$ cat src/rtl/sgh_pkg.sv
// Package for the speech gate: register indexes, reset values, widths and the
// configuration struct shared by the configuration block, the core and the top level.
// No dependencies.
package sgh_pkg;

	// Field widths.
	localparam int PROB_W       = 16;
	localparam int MIN_W        = 24;
	localparam int HOP_W        = 13;
	localparam int CFG_DATA_W   = 24;
	localparam int CFG_IDX_W    = 3;
	localparam int COUNT_WIDTH  = 24;

	// Register indexes on the configuration channel.
	typedef enum logic [CFG_IDX_W-1:0] {
		REG_PROB_THRESHOLD      = 3'd0,
		REG_HYSTERESIS_DROP     = 3'd1,
		REG_MIN_SPEECH_SAMPLES  = 3'd2,
		REG_MIN_SILENCE_SAMPLES = 3'd3,
		REG_HOP_SAMPLES         = 3'd4
	} reg_idx_t;

	// Reset values of the registers.
	localparam logic [PROB_W-1:0] RST_PROB_THRESHOLD      = 16'd32768;
	localparam logic [PROB_W-1:0] RST_HYSTERESIS_DROP     = 16'd9830;
	localparam logic [MIN_W-1:0]  RST_MIN_SPEECH_SAMPLES  = 24'd4000;
	localparam logic [MIN_W-1:0]  RST_MIN_SILENCE_SAMPLES = 24'd8000;
	localparam logic [HOP_W-1:0]  RST_HOP_SAMPLES         = 13'd512;

	// Current settings as seen by the core.
	typedef struct packed {
		logic [PROB_W-1:0] prob_threshold;
		logic [PROB_W-1:0] hysteresis_drop;
		logic [MIN_W-1:0]  min_speech_samples;
		logic [MIN_W-1:0]  min_silence_samples;
		logic [HOP_W-1:0]  hop_samples;
	} cfg_t;

endpackage

$ cat src/rtl/sgh_prob_if.sv
// Stream interface for speech probabilities (one per window).
// Depends on sgh_pkg for the field width.
interface sgh_prob_if;
	logic                         valid;
	logic                         ready;
	logic [sgh_pkg::PROB_W-1:0]   speech_prob;

	modport source (output valid, output speech_prob, input ready);
	modport sink   (input valid, input speech_prob, output ready);
endinterface

$ cat src/rtl/sgh_dec_if.sv
// Stream interface for speech decisions (one per window).
// No dependencies.
interface sgh_dec_if;
	logic valid;
	logic ready;
	logic is_speech;

	modport source (output valid, output is_speech, input ready);
	modport sink   (input valid, input is_speech, output ready);
endinterface

$ cat src/rtl/sgh_cfg_if.sv
// Configuration write channel: register index and write data.
// Depends on sgh_pkg for the widths.
interface sgh_cfg_if;
	logic                             valid;
	logic                             ready;
	logic [sgh_pkg::CFG_IDX_W-1:0]    index;
	logic [sgh_pkg::CFG_DATA_W-1:0]   data;

	modport source (output valid, output index, output data, input ready);
	modport sink   (input valid, input index, input data, output ready);
endinterface

$ cat src/rtl/sgh_cfg.sv
// Configuration register bank for the speech gate.
// Depends on sgh_pkg and sgh_cfg_if.
module sgh_cfg (
	input  logic              clk,
	input  logic              arst_n,
	sgh_cfg_if.sink           wr,
	output sgh_pkg::cfg_t     cfg
);

	sgh_pkg::cfg_t cfg_q;
	logic          wr_fire;

	// Writes are always taken; unknown indexes are dropped.
	assign wr.ready = 1'b1;
	assign wr_fire  = wr.valid;
	assign cfg      = cfg_q;

	// Register file with reset defaults.
	always_ff @(posedge clk or negedge arst_n) begin
		if (!arst_n) begin
			cfg_q.prob_threshold      <= sgh_pkg::RST_PROB_THRESHOLD;
			cfg_q.hysteresis_drop     <= sgh_pkg::RST_HYSTERESIS_DROP;
			cfg_q.min_speech_samples  <= sgh_pkg::RST_MIN_SPEECH_SAMPLES;
			cfg_q.min_silence_samples <= sgh_pkg::RST_MIN_SILENCE_SAMPLES;
			cfg_q.hop_samples         <= sgh_pkg::RST_HOP_SAMPLES;
		end else if (wr_fire) begin
			unique case (wr.index)
				sgh_pkg::REG_PROB_THRESHOLD:
					cfg_q.prob_threshold <= wr.data[sgh_pkg::PROB_W-1:0];
				sgh_pkg::REG_HYSTERESIS_DROP:
					cfg_q.hysteresis_drop <= wr.data[sgh_pkg::PROB_W-1:0];
				sgh_pkg::REG_MIN_SPEECH_SAMPLES:
					cfg_q.min_speech_samples <= wr.data[sgh_pkg::MIN_W-1:0];
				sgh_pkg::REG_MIN_SILENCE_SAMPLES:
					cfg_q.min_silence_samples <= wr.data[sgh_pkg::MIN_W-1:0];
				sgh_pkg::REG_HOP_SAMPLES:
					cfg_q.hop_samples <= wr.data[sgh_pkg::HOP_W-1:0];
				default: begin
				end
			endcase
		end
	end

endmodule

$ cat src/rtl/sgh_core.sv
// Decision core: gate state, elapsed counters and the per-window decision.
// Depends on sgh_pkg.
module sgh_core #(
	parameter int COUNT_WIDTH = sgh_pkg::COUNT_WIDTH
) (
	input  logic                       clk,
	input  logic                       arst_n,
	input  sgh_pkg::cfg_t              cfg,
	input  logic                       step,
	input  logic [sgh_pkg::PROB_W-1:0] speech_prob,
	output logic                       is_speech
);

	// Compare width covers both the counters and the minimum registers.
	localparam int CMP_W = (COUNT_WIDTH > sgh_pkg::MIN_W) ? COUNT_WIDTH : sgh_pkg::MIN_W;

	logic                   triggered_q, start_pending_q, end_pending_q;
	logic [COUNT_WIDTH-1:0] speech_elapsed_q, silence_elapsed_q;

	logic                   triggered_d, start_pending_d, end_pending_d;
	logic [COUNT_WIDTH-1:0] speech_elapsed_d, silence_elapsed_d;

	logic [COUNT_WIDTH:0]   speech_sum, silence_sum;
	logic [COUNT_WIDTH-1:0] speech_adv, silence_adv;
	logic                   above, below, hold;
	logic [sgh_pkg::PROB_W:0] prob_plus_drop;

	// Saturating advance of the pending counters by one hop.
	always_comb begin
		speech_sum  = {1'b0, speech_elapsed_q} + (COUNT_WIDTH+1)'(cfg.hop_samples);
		silence_sum = {1'b0, silence_elapsed_q} + (COUNT_WIDTH+1)'(cfg.hop_samples);
		speech_adv  = speech_elapsed_q;
		silence_adv = silence_elapsed_q;
		if (start_pending_q) begin
			speech_adv = speech_sum[COUNT_WIDTH] ? '1 : speech_sum[COUNT_WIDTH-1:0];
		end
		if (end_pending_q) begin
			silence_adv = silence_sum[COUNT_WIDTH] ? '1 : silence_sum[COUNT_WIDTH-1:0];
		end
	end

	// Threshold compares.
	assign above          = speech_prob > cfg.prob_threshold;
	assign below          = speech_prob < cfg.prob_threshold;
	assign prob_plus_drop = {1'b0, speech_prob} + {1'b0, cfg.hysteresis_drop};
	assign hold           = prob_plus_drop > {1'b0, cfg.prob_threshold};

	// Rule evaluation; the first matching rule decides.
	always_comb begin
		triggered_d       = triggered_q;
		start_pending_d   = start_pending_q;
		end_pending_d     = end_pending_q & ~above;
		speech_elapsed_d  = speech_adv;
		silence_elapsed_d = silence_adv;
		is_speech         = 1'b0;
		priority if (above && !start_pending_q) begin
			start_pending_d  = 1'b1;
			speech_elapsed_d = '0;
		end else if (above && !triggered_q) begin
			if (CMP_W'(speech_adv) >= CMP_W'(cfg.min_speech_samples)) begin
				triggered_d = 1'b1;
				is_speech   = 1'b1;
			end
		end else if (below && !triggered_q) begin
			start_pending_d = 1'b0;
			end_pending_d   = 1'b0;
		end else if (triggered_q && hold) begin
			is_speech = 1'b1;
		end else if (triggered_q && below) begin
			if (!end_pending_q) begin
				end_pending_d     = 1'b1;
				silence_elapsed_d = '0;
			end
			if (CMP_W'(silence_elapsed_d) < CMP_W'(cfg.min_silence_samples)) begin
				is_speech = 1'b1;
			end else begin
				triggered_d     = 1'b0;
				start_pending_d = 1'b0;
				end_pending_d   = 1'b0;
			end
		end else begin
			is_speech = 1'b0;
		end
	end

	// State update, one window per step.
	always_ff @(posedge clk or negedge arst_n) begin
		if (!arst_n) begin
			triggered_q       <= 1'b0;
			start_pending_q   <= 1'b0;
			end_pending_q     <= 1'b0;
			speech_elapsed_q  <= '0;
			silence_elapsed_q <= '0;
		end else if (step) begin
			triggered_q       <= triggered_d;
			start_pending_q   <= start_pending_d;
			end_pending_q     <= end_pending_d;
			speech_elapsed_q  <= speech_elapsed_d;
			silence_elapsed_q <= silence_elapsed_d;
		end
	end

endmodule

$ cat src/rtl/speech_gate_hysteresis.sv
// Speech gate with hysteresis and hangover: one decision per speech probability.
// The input register takes each probability at its transfer; the decision made from it is
// then registered into the result register, which holds it until it is taken.
// Throughput: one item per cycle while results are taken; while a result waits, the input
// register still takes one item and then holds it until the result is taken.
// Reset clears the gate state and counters and loads the register defaults.
// Depends on sgh_pkg, sgh_prob_if, sgh_dec_if, sgh_cfg_if, sgh_cfg and sgh_core.
module speech_gate_hysteresis #(
	parameter int COUNT_WIDTH = sgh_pkg::COUNT_WIDTH
) (
	input  logic        clk,
	input  logic        arst_n,
	sgh_prob_if.sink    prob,
	sgh_dec_if.source   decision,
	sgh_cfg_if.sink     cfg_wr
);

	sgh_pkg::cfg_t              cfg;
	logic                       valid_s1;
	logic [sgh_pkg::PROB_W-1:0] prob_s1;
	logic                       out_valid_q;
	logic                       is_speech_q;
	logic                       advance;
	logic                       step;
	logic                       core_is_speech;

	// The stage moves when the result register is free or being emptied.
	assign advance     = !out_valid_q || decision.ready;
	assign step        = valid_s1 && advance;
	assign prob.ready  = !valid_s1 || advance;

	assign decision.valid     = out_valid_q;
	assign decision.is_speech = is_speech_q;

	sgh_cfg u_cfg (
		.clk    (clk),
		.arst_n (arst_n),
		.wr     (cfg_wr),
		.cfg    (cfg)
	);

	sgh_core #(
		.COUNT_WIDTH (COUNT_WIDTH)
	) u_core (
		.clk         (clk),
		.arst_n      (arst_n),
		.cfg         (cfg),
		.step        (step),
		.speech_prob (prob_s1),
		.is_speech   (core_is_speech)
	);

	// Input register.
	always_ff @(posedge clk or negedge arst_n) begin
		if (!arst_n) begin
			valid_s1 <= 1'b0;
		end else if (prob.ready) begin
			valid_s1 <= prob.valid;
		end
	end

	always_ff @(posedge clk) begin
		if (prob.ready && prob.valid) begin
			prob_s1 <= prob.speech_prob;
		end
	end

	// Result register.
	always_ff @(posedge clk or negedge arst_n) begin
		if (!arst_n) begin
			out_valid_q <= 1'b0;
		end else if (advance) begin
			out_valid_q <= valid_s1;
		end
	end

	always_ff @(posedge clk) begin
		if (step) begin
			is_speech_q <= core_is_speech;
		end
	end

endmodule
$ cat src/flat_wrapper.sv
// flat-port wrapper written by rule: the top's interface ports become plain ports
module speech_gate_hysteresis_flat 
#(
	parameter int COUNT_WIDTH = sgh_pkg::COUNT_WIDTH
)
  (clk, arst_n, prob_valid, prob_speech_prob, prob_ready, decision_valid, decision_is_speech, decision_ready, cfg_wr_valid, cfg_wr_index, cfg_wr_data, cfg_wr_ready);
  sgh_prob_if prob_i ();
  sgh_dec_if decision_i ();
  sgh_cfg_if cfg_wr_i ();
  input  logic clk;
  input  logic arst_n;
  input wire logic [$bits(prob_i.valid)-1:0] prob_valid;
  input wire logic [$bits(prob_i.speech_prob)-1:0] prob_speech_prob;
  output wire logic [$bits(prob_i.ready)-1:0] prob_ready;
  output wire logic [$bits(decision_i.valid)-1:0] decision_valid;
  output wire logic [$bits(decision_i.is_speech)-1:0] decision_is_speech;
  input wire logic [$bits(decision_i.ready)-1:0] decision_ready;
  input wire logic [$bits(cfg_wr_i.valid)-1:0] cfg_wr_valid;
  input wire logic [$bits(cfg_wr_i.index)-1:0] cfg_wr_index;
  input wire logic [$bits(cfg_wr_i.data)-1:0] cfg_wr_data;
  output wire logic [$bits(cfg_wr_i.ready)-1:0] cfg_wr_ready;
  assign prob_i.valid = prob_valid;
  assign prob_i.speech_prob = prob_speech_prob;
  assign prob_ready = prob_i.ready;
  assign decision_valid = decision_i.valid;
  assign decision_is_speech = decision_i.is_speech;
  assign decision_i.ready = decision_ready;
  assign cfg_wr_i.valid = cfg_wr_valid;
  assign cfg_wr_i.index = cfg_wr_index;
  assign cfg_wr_i.data = cfg_wr_data;
  assign cfg_wr_ready = cfg_wr_i.ready;
  speech_gate_hysteresis #(.COUNT_WIDTH(COUNT_WIDTH)) u_core (.clk(clk), .arst_n(arst_n), .prob(prob_i), .decision(decision_i), .cfg_wr(cfg_wr_i));
endmodule
$ cat config.mk
export PLATFORM = sky130hd
export DESIGN_NAME = speech_gate_hysteresis_flat
export DESIGN_NICKNAME = d
export VERILOG_FILES = /design/src/rtl/sgh_pkg.sv /design/src/rtl/sgh_prob_if.sv /design/src/rtl/sgh_dec_if.sv /design/src/rtl/sgh_cfg_if.sv /design/src/rtl/sgh_cfg.sv /design/src/rtl/sgh_core.sv /design/src/rtl/speech_gate_hysteresis.sv /design/src/flat_wrapper.sv
export SDC_FILE = /design/constraint.sdc
export NUM_CORES = 1
export LEC_CHECK = 0
export BUFFER_PORTS_ARGS = -buffer_cell sky130_fd_sc_hd__buf_2
export CELL_PAD_IN_SITES_DETAIL_PLACEMENT = 0
export CELL_PAD_IN_SITES_GLOBAL_PLACEMENT = 2
export CORE_ASPECT_RATIO = 2
export CORE_MARGIN = 5
export CORE_UTILIZATION = 40
export CTS_CLUSTER_DIAMETER = 30
export DETAILED_ROUTE_END_ITERATION = 8
export PLACE_DENSITY = 0.82
export SKIP_LAST_GASP = 1
export SYNTH_ARGS = -nofsm -noshare
export SYNTH_HDL_FRONTEND = slang
export SYNTH_SLANG_ARGS = --single-unit
$ cat constraint.sdc
create_clock -name clk -period 5.9 [get_ports clk]
set_clock_uncertainty 0.2 [all_clocks]
set_input_delay 0.59 -clock clk [delete_from_list [all_inputs] [get_ports clk]]
set_output_delay 0.59 -clock clk [all_outputs]
set_load 0.01 [all_outputs]
Word level (Yosys, flattened, before mapping)
Index checks and enable logic that the tools add are counted.
{"block": "totals", "regBits": 163, "inputBits": 48, "out_inout_bits": 4, "wordCells": 97}
{"block": "classes", "add_sub_neg": 3, "magnitude_cmp": 5, "eq_ne": 11, "mux": 38, "bitwise": 3, "n_reduce_logical": 23}
{"op": "$mux W24", "count": 16}
{"op": "$add A24 B13 Y25", "count": 2}
{"op": "$ge A24 B24 Y1", "count": 1}
{"op": "$lt A24 B24 Y1", "count": 1}
{"op": "$mux W1", "count": 22}
{"op": "$add A16 B16 Y17", "count": 1}
{"op": "$gt A17 B16 Y1", "count": 1}
{"op": "$gt A16 B16 Y1", "count": 1}
{"op": "$lt A16 B16 Y1", "count": 1}
{"op": "$reduce_and A2 Y1", "count": 5}
{"op": "$ne A2 B2 Y1 const B", "count": 4}
{"op": "$logic_and A1 B1 Y1", "count": 7}
{"op": "$reduce_and A7 Y1", "count": 1}
{"op": "$eq A3 B2 Y1 const B", "count": 2}
{"op": "$ne A3 B3 Y1 const B", "count": 2}
{"op": "$reduce_and A5 Y1", "count": 1}
{"op": "$logic_not A1 Y1", "count": 4}
{"op": "$eq A3 B1 Y1 const B", "count": 1}
{"op": "$eq A3 B3 Y1 const B", "count": 1}
{"op": "$logic_not A3 Y1", "count": 1}
{"op": "$reduce_bool A3 Y1", "count": 1}
{"op": "$logic_or A1 B1 Y1", "count": 2}
{"op": "$ne A2 B1 Y1 const B", "count": 1}
{"op": "$not A1 Y1", "count": 2}
{"op": "other kinds (2)", "count": 2}

Logic depth before layout (Yosys ltp)
{"block": "logic_depth", "ltp_word": 16, "depth_mapped": 21, "mapped_depth_nobuf": 19}

Hierarchy
A second synthesis with hierarchy kept.
{"block": "hier_totals", "cells_unflattened": 1104, "hier_area_um2": 11183.2}
{"mod": "sgh_core", "instances": 1, "cells_per_inst": 877, "area_per_inst_um2": 6994.2, "seq_area_each_um2": 1276.2}
{"mod": "sgh_cfg", "instances": 1, "cells_per_inst": 202, "area_per_inst_um2": 3574.7, "seq_area_each_um2": 2353.5}
{"mod": "speech_gate_hysteresis", "instances": 1, "cells_per_inst": 25, "area_per_inst_um2": 614.3, "seq_area_each_um2": 560.5}

Worst setup path before layout
Ideal clock, no wire load.
{"block": "synth_path", "kind": "flip-flop to flip-flop", "from": "register u_core.prob_s1[0] (netlist name)", "to": "register u_core.u_core.silence_elapsed_q[11]", "setup_time_ns": 0.121, "arrival_ns": 4.308, "required_time_ns": 5.579, "slack_ns": 1.271, "path_stages_with_launch": 20, "path_buffers": 2, "synth_period_minus_slack_ns": 4.629, "cell_sequence": "edfxtp_1 ha_1 fa_1 a211oi_1 o21bai_1 o221ai_2 o211ai_1 a21oi_1 o21bai_1 a21oi_1 xnor2_1 ha_1 a2111oi_0 o211ai_1 o21a_1 or4_1 buf_2 a21o_1 buf_6 a22o_1"}
{"block": "synth_via", "elab_chain_len": 7, "word_cells_on_any_way": 14, "classes_between": "1 x add/sub; 3 x order compare; 5 x mux; 5 x reduce/logical"}
{"item": "start: declaration", "line": "speech_gate_hysteresis.sv:20", "source": "logic [sgh_pkg::PROB_W-1:0] prob_s1;"}
{"item": "start signal: assignment", "line": "speech_gate_hysteresis.sv:64", "source": "prob_s1 <= prob.speech_prob;"}
{"item": "$add A16 B16 Y17 or $lt A16 B16 Y1 (tied branches)", "line": "sgh_core.sv:45, sgh_core.sv:44"}
{"item": "$gt A17 B16 Y1 or $logic_and A1 B1 Y1 (tied branches)", "line": "sgh_core.sv:46, sgh_core.sv:69"}
{"item": "$logic_and A1 B1 Y1 or $mux W24 (tied branches)", "line": "sgh_core.sv:67, sgh_core.sv:69"}
{"item": "$mux W24", "line": "sgh_core.sv:67", "source": "end else if (triggered_q && hold) begin"}
{"item": "$mux W24", "line": "sgh_core.sv:64", "source": "end else if (below && !triggered_q) begin"}
{"item": "$mux W24", "line": "sgh_core.sv:59", "source": "end else if (above && !triggered_q) begin"}
{"item": "$mux W24 *", "line": "sgh_core.sv:56", "source": "priority if (above && !start_pending_q) begin"}
{"item": "end signal: assignment", "line": "sgh_core.sv:99", "source": "silence_elapsed_q <= silence_elapsed_d;"}
{"item": "end: declaration", "line": "sgh_core.sv:18", "source": "logic [COUNT_WIDTH-1:0] speech_elapsed_q, silence_elapsed_q;"}
Every way passes the cells marked *; elsewhere a longest branch is shown, timed or not.
A chain may end at the register's enable or synchronous reset.

Worst setup path in the final report
{"block": "layout_path", "from": "register u_core.prob_s1[0] (netlist name)", "to": "register u_core.u_core.silence_elapsed_q[1]"}
The elaborated chain is that of the path after synthesis.

==> qor.yml <==
outcome:
  status: "completed"
setup_path:
  critPathKind: "reg -> reg"
  r2r_cells: 17
  reg2reg_setup_slack_ns: 0.49
  rr_startpoint: "u_core.prob_s1[0]$_DFFE_PP_"
  critPathCaptureType: "flop"
  startpoint_type: "flop"
  crit_required_ns: 6.04
  r2r_end: "u_core.u_core.silence_elapsed_q[1]$_DFFE_PN0P_"
  cp_data_arrival_time_ns: 5.55
  critPathMaxFanout: 13
yosys:
  seq_area_frac_synth_pct: 38.39
  yosysTopAreaCellShare_pct: 28.66
  synth_area_mm2: 0.01092
  synthTopCellsByCount: "125 x dfrtp_1, 121 x ha_1, 89 x nand2_1, 87 x nor2_1, 81 x inv_1"
  synthTopCellsByArea: "dfrtp_1 29%, ha_1 14%, mux2_2 5.9%"
  avgSynthCellArea_um2: 9.508
  ys_types: 75
  synth_ff_type: "dfrtp_1"
  yosysMostFrequentCell: "dfrtp_1"
  ys_async_sr_fraction_pct: 89.57
  syn_nets: 1320
  yosysWarnings: 0
  yosys_register_bits: 163
  yosysTopAreaCell: "dfrtp_1"
  synth_edf_count: 17
  syn-instance-count: 1148
sta:
  finalCriticalPeriod_ns: 5.413
  grt_setup_unrepaired: "no"
  finalSetupViolations: 0
  finalCritPeriodShare_pct: 91.74
  tns_ns: 0
  slew_headroom_pct: 22.72
  tightest_slew_ns: 1.153
  maxSlewViolCount: 0
  max_clock_freq_ghz: 0.1847
  hold_violations: 0
final_layout:
  diodes: 0
  drive_above_1_share_pct: 15.54
  finalNetCount: 1362
  fillers: 2653
  syn2layout_area_growth_pct: 11.18
  layoutNonFillerInstCount: 1551
die:
  fp-row-count: 85
  start_util_pct: 40.57
  ioPinCount: 52
  fp.dieH_um: 243.6
  die_w_um: 126.8
  dieArea_mm2: 0.03089
  core_area_mm2: 0.02691
cts:
  clock-sinks: 163
  path_clk_slew_ns: 0.07
  cts_buffers: 17
  clock_latency_ns: 0.45
  postCtsHoldBufs: 0
  cts_setup_buffers: 0
  h-tree-depth: 4
  cts_tree: "built"
  cts_root_buffer: "clkbuf_16"
  cts_resized: 0
  cts_buffer_depth: 2
detailed_routing:
  wl_per_cell_um: 20.78
  drtPass1Iterations: 7
  detail-route-antenna-nets: 0
  drc: 0
  drt_iter0_markers: 354
  finalWirelength_mm: 32.23
  viasPerCell: 5.656
  dr_total_vias: 8773
placement:
  portBuffers: 50
  dp_hpwl_mm: 25.25
  place_congestion: 0.9058
  dpl.cell_count: 1519
run:
  drv_cap: 0
grt:
  track_usage_pct: 21.44
  antenna_found_initial: 0
  grt_overflow: 0
  grt_max_degree: 88
  grt_pass1_wl_mm: 50.46
  grt_pass1_vias: 9149
power_and_ir_drop:
  leakagePower_uw: 0.005556
  peakVddDrop_mv: 0.2227
  powerDensity_mw_per_mm2: 437.7
hold_path:
  hold_class: "in -> async"
-- logic make-up (layout without fill, tap and decap cells) --
family / count (synthesis) / in the layout / share of synthesized area [%]
other cells: 1 / 1 / 0.03435
mux: 63 / 63 / 6.431
fa+ha+maj: 124 / 124 / 14.42
simple gates: 310 / 310 / 13.64
compound gates: 326 / 326 / 19.75
flops: 163 / 163 / 38.39
xor+xnor: 36 / 36 / 2.889
buf+inv: 125 / 180 / 4.448
-- registers in the layout, indices dropped and copies added, names as in the netlist --
name	count
u_core.u_core.speech_elapsed_q	24
u_core.decision.valid	1
u_core.u_cfg.cfg	93
u_core.u_core.triggered_q	1
u_core.valid_s1	1
u_core.u_core.start_pending_q	1
u_core.prob_s1	16
u_core.u_core.end_pending_q	1
u_core.u_core.silence_elapsed_q	24
u_core.decision.is_speech	1
-- cells in the final DEF, fill, tap and decap left out, types with 5 or more instances in the layout --
cell type	n
mux2_2	57
o21a_1	20
edfxtp_1	17
a211oi_1	15
ha_1	121
dfrtp_1	125
o21bai_1	7
xor2_1	11
inv_1	81
and3_1	7
a22o_1	14
nand2_1	89
o21ai_0	62
dfstp_2	21
nor2_1	87
clkbuf_16	18
a31oi_1	14
or3_1	6
nor2b_1	5
and2_1	7
nand2b_1	10
a21oi_1	73
nand4_1	20
xnor2_1	25
nand3_1	23
a21o_1	30
and4_1	9
o211ai_1	12
buf_2	49
o21ai_1	17
o211a_1	5
buf_4	17
a2111oi_0	5
nor3_1	24
mux2i_1	6
-- stage by stage --
stage | hold WS, ns | utilization [%] | instance area (um^2) | worst slack, ns | total power [uW]
6_report | 0.02026 | 45.10 | 12140 | 0.4871 | 5311
2_1_floorplan | 0.09441 | - | 10920 | 1.271 | 3500
3_3_place_gp | 0.2680 | 43.00 | 11570 | 0.5494 | 4224
5_1_grt | 0.08864 | 45.10 | 12140 | 0.2124 | 5729
4_1_cts | 0.04828 | 45.10 | 12140 | 0.4611 | 5356
3_5_place_dp | 0.2868 | 43.00 | 11570 | 0.5123 | 4248
-- power breakdown --
part	leakage (uW)	switching [uW]	internal (uW)
sequential	0.00194	211	1410
combinational	0.00335	1500	1110
clock	0.000271	500	581
total	0.00556	2210	3110
-- worst max-delay path: stages, from the launching register on --
cell,delay (ns)
edfxtp_1,0.40
ha_1,0.24
fa_1,0.44
a211oi_1,0.24
o21bai_1,0.19
o221ai_2,0.29
o211ai_1,0.14
a21oi_1,0.24
o21bai_1,0.09
a21oi_1,0.17
xnor2_1,0.14
ha_1,0.27
a2111oi_0,0.49
o211ai_1,0.15
o21a_1,0.23
or4_1,0.71
a21o_1,0.41
a22o_1,0.25
-- how the worst max path moves through the flow --
stage | slack, ns | endpoint | start
final | 0.49 | u_core.u_core.silence_elapsed_q[1]$_DFFE_PN0P_ | u_core.prob_s1[0]$_DFFE_PP_
after CTS | 0.46 | u_core.u_core.silence_elapsed_q[1]$_DFFE_PN0P_ | u_core.prob_s1[0]$_DFFE_PP_
after floorplan | 1.27 | u_core.u_core.silence_elapsed_q[11]$_DFFE_PN0P_ | u_core.prob_s1[0]$_DFFE_PP_
after detailed placement | 0.51 | u_core.u_core.silence_elapsed_q[4]$_DFFE_PN0P_ | u_core.prob_s1[0]$_DFFE_PP_
after global routing | 0.21 | u_core.u_core.silence_elapsed_q[7]$_DFFE_PN0P_ | u_core.prob_s1[0]$_DFFE_PP_
after global placement | 0.55 | u_core.u_core.silence_elapsed_q[3]$_DFFE_PN0P_ | u_core.prob_s1[0]$_DFFE_PP_
-- metal layers --
metal	share of wire, %	up-vias	GRT usage, %	wire length [um]
met1	34	4236	20.04	11040
met2	57	179	42.52	18380
met4	6.2	0	12.38	1993
li1	-	4279	-	-
met5	0	-	0	0
met3	2.5	79	3.200	811
-- final cells by class --
| class | instances | area (um^2) | share of cell area [%] |
|---|---|---|---|
| multi-input combinational | 860 | 6256 | 51.55 |
| tap | 348 | 435.4 | 3.588 |
| timing repair buffer | 67 | 384.1 | 3.165 |
| inverter | 81 | 304.0 | 2.505 |
| clock inverter | 12 | 97.59 | 0.8042 |
| clock buffer | 20 | 467.9 | 3.856 |
| sequential | 163 | 4190 | 34.53 |
No activity file was read; power rests on OpenSTA's default activity.
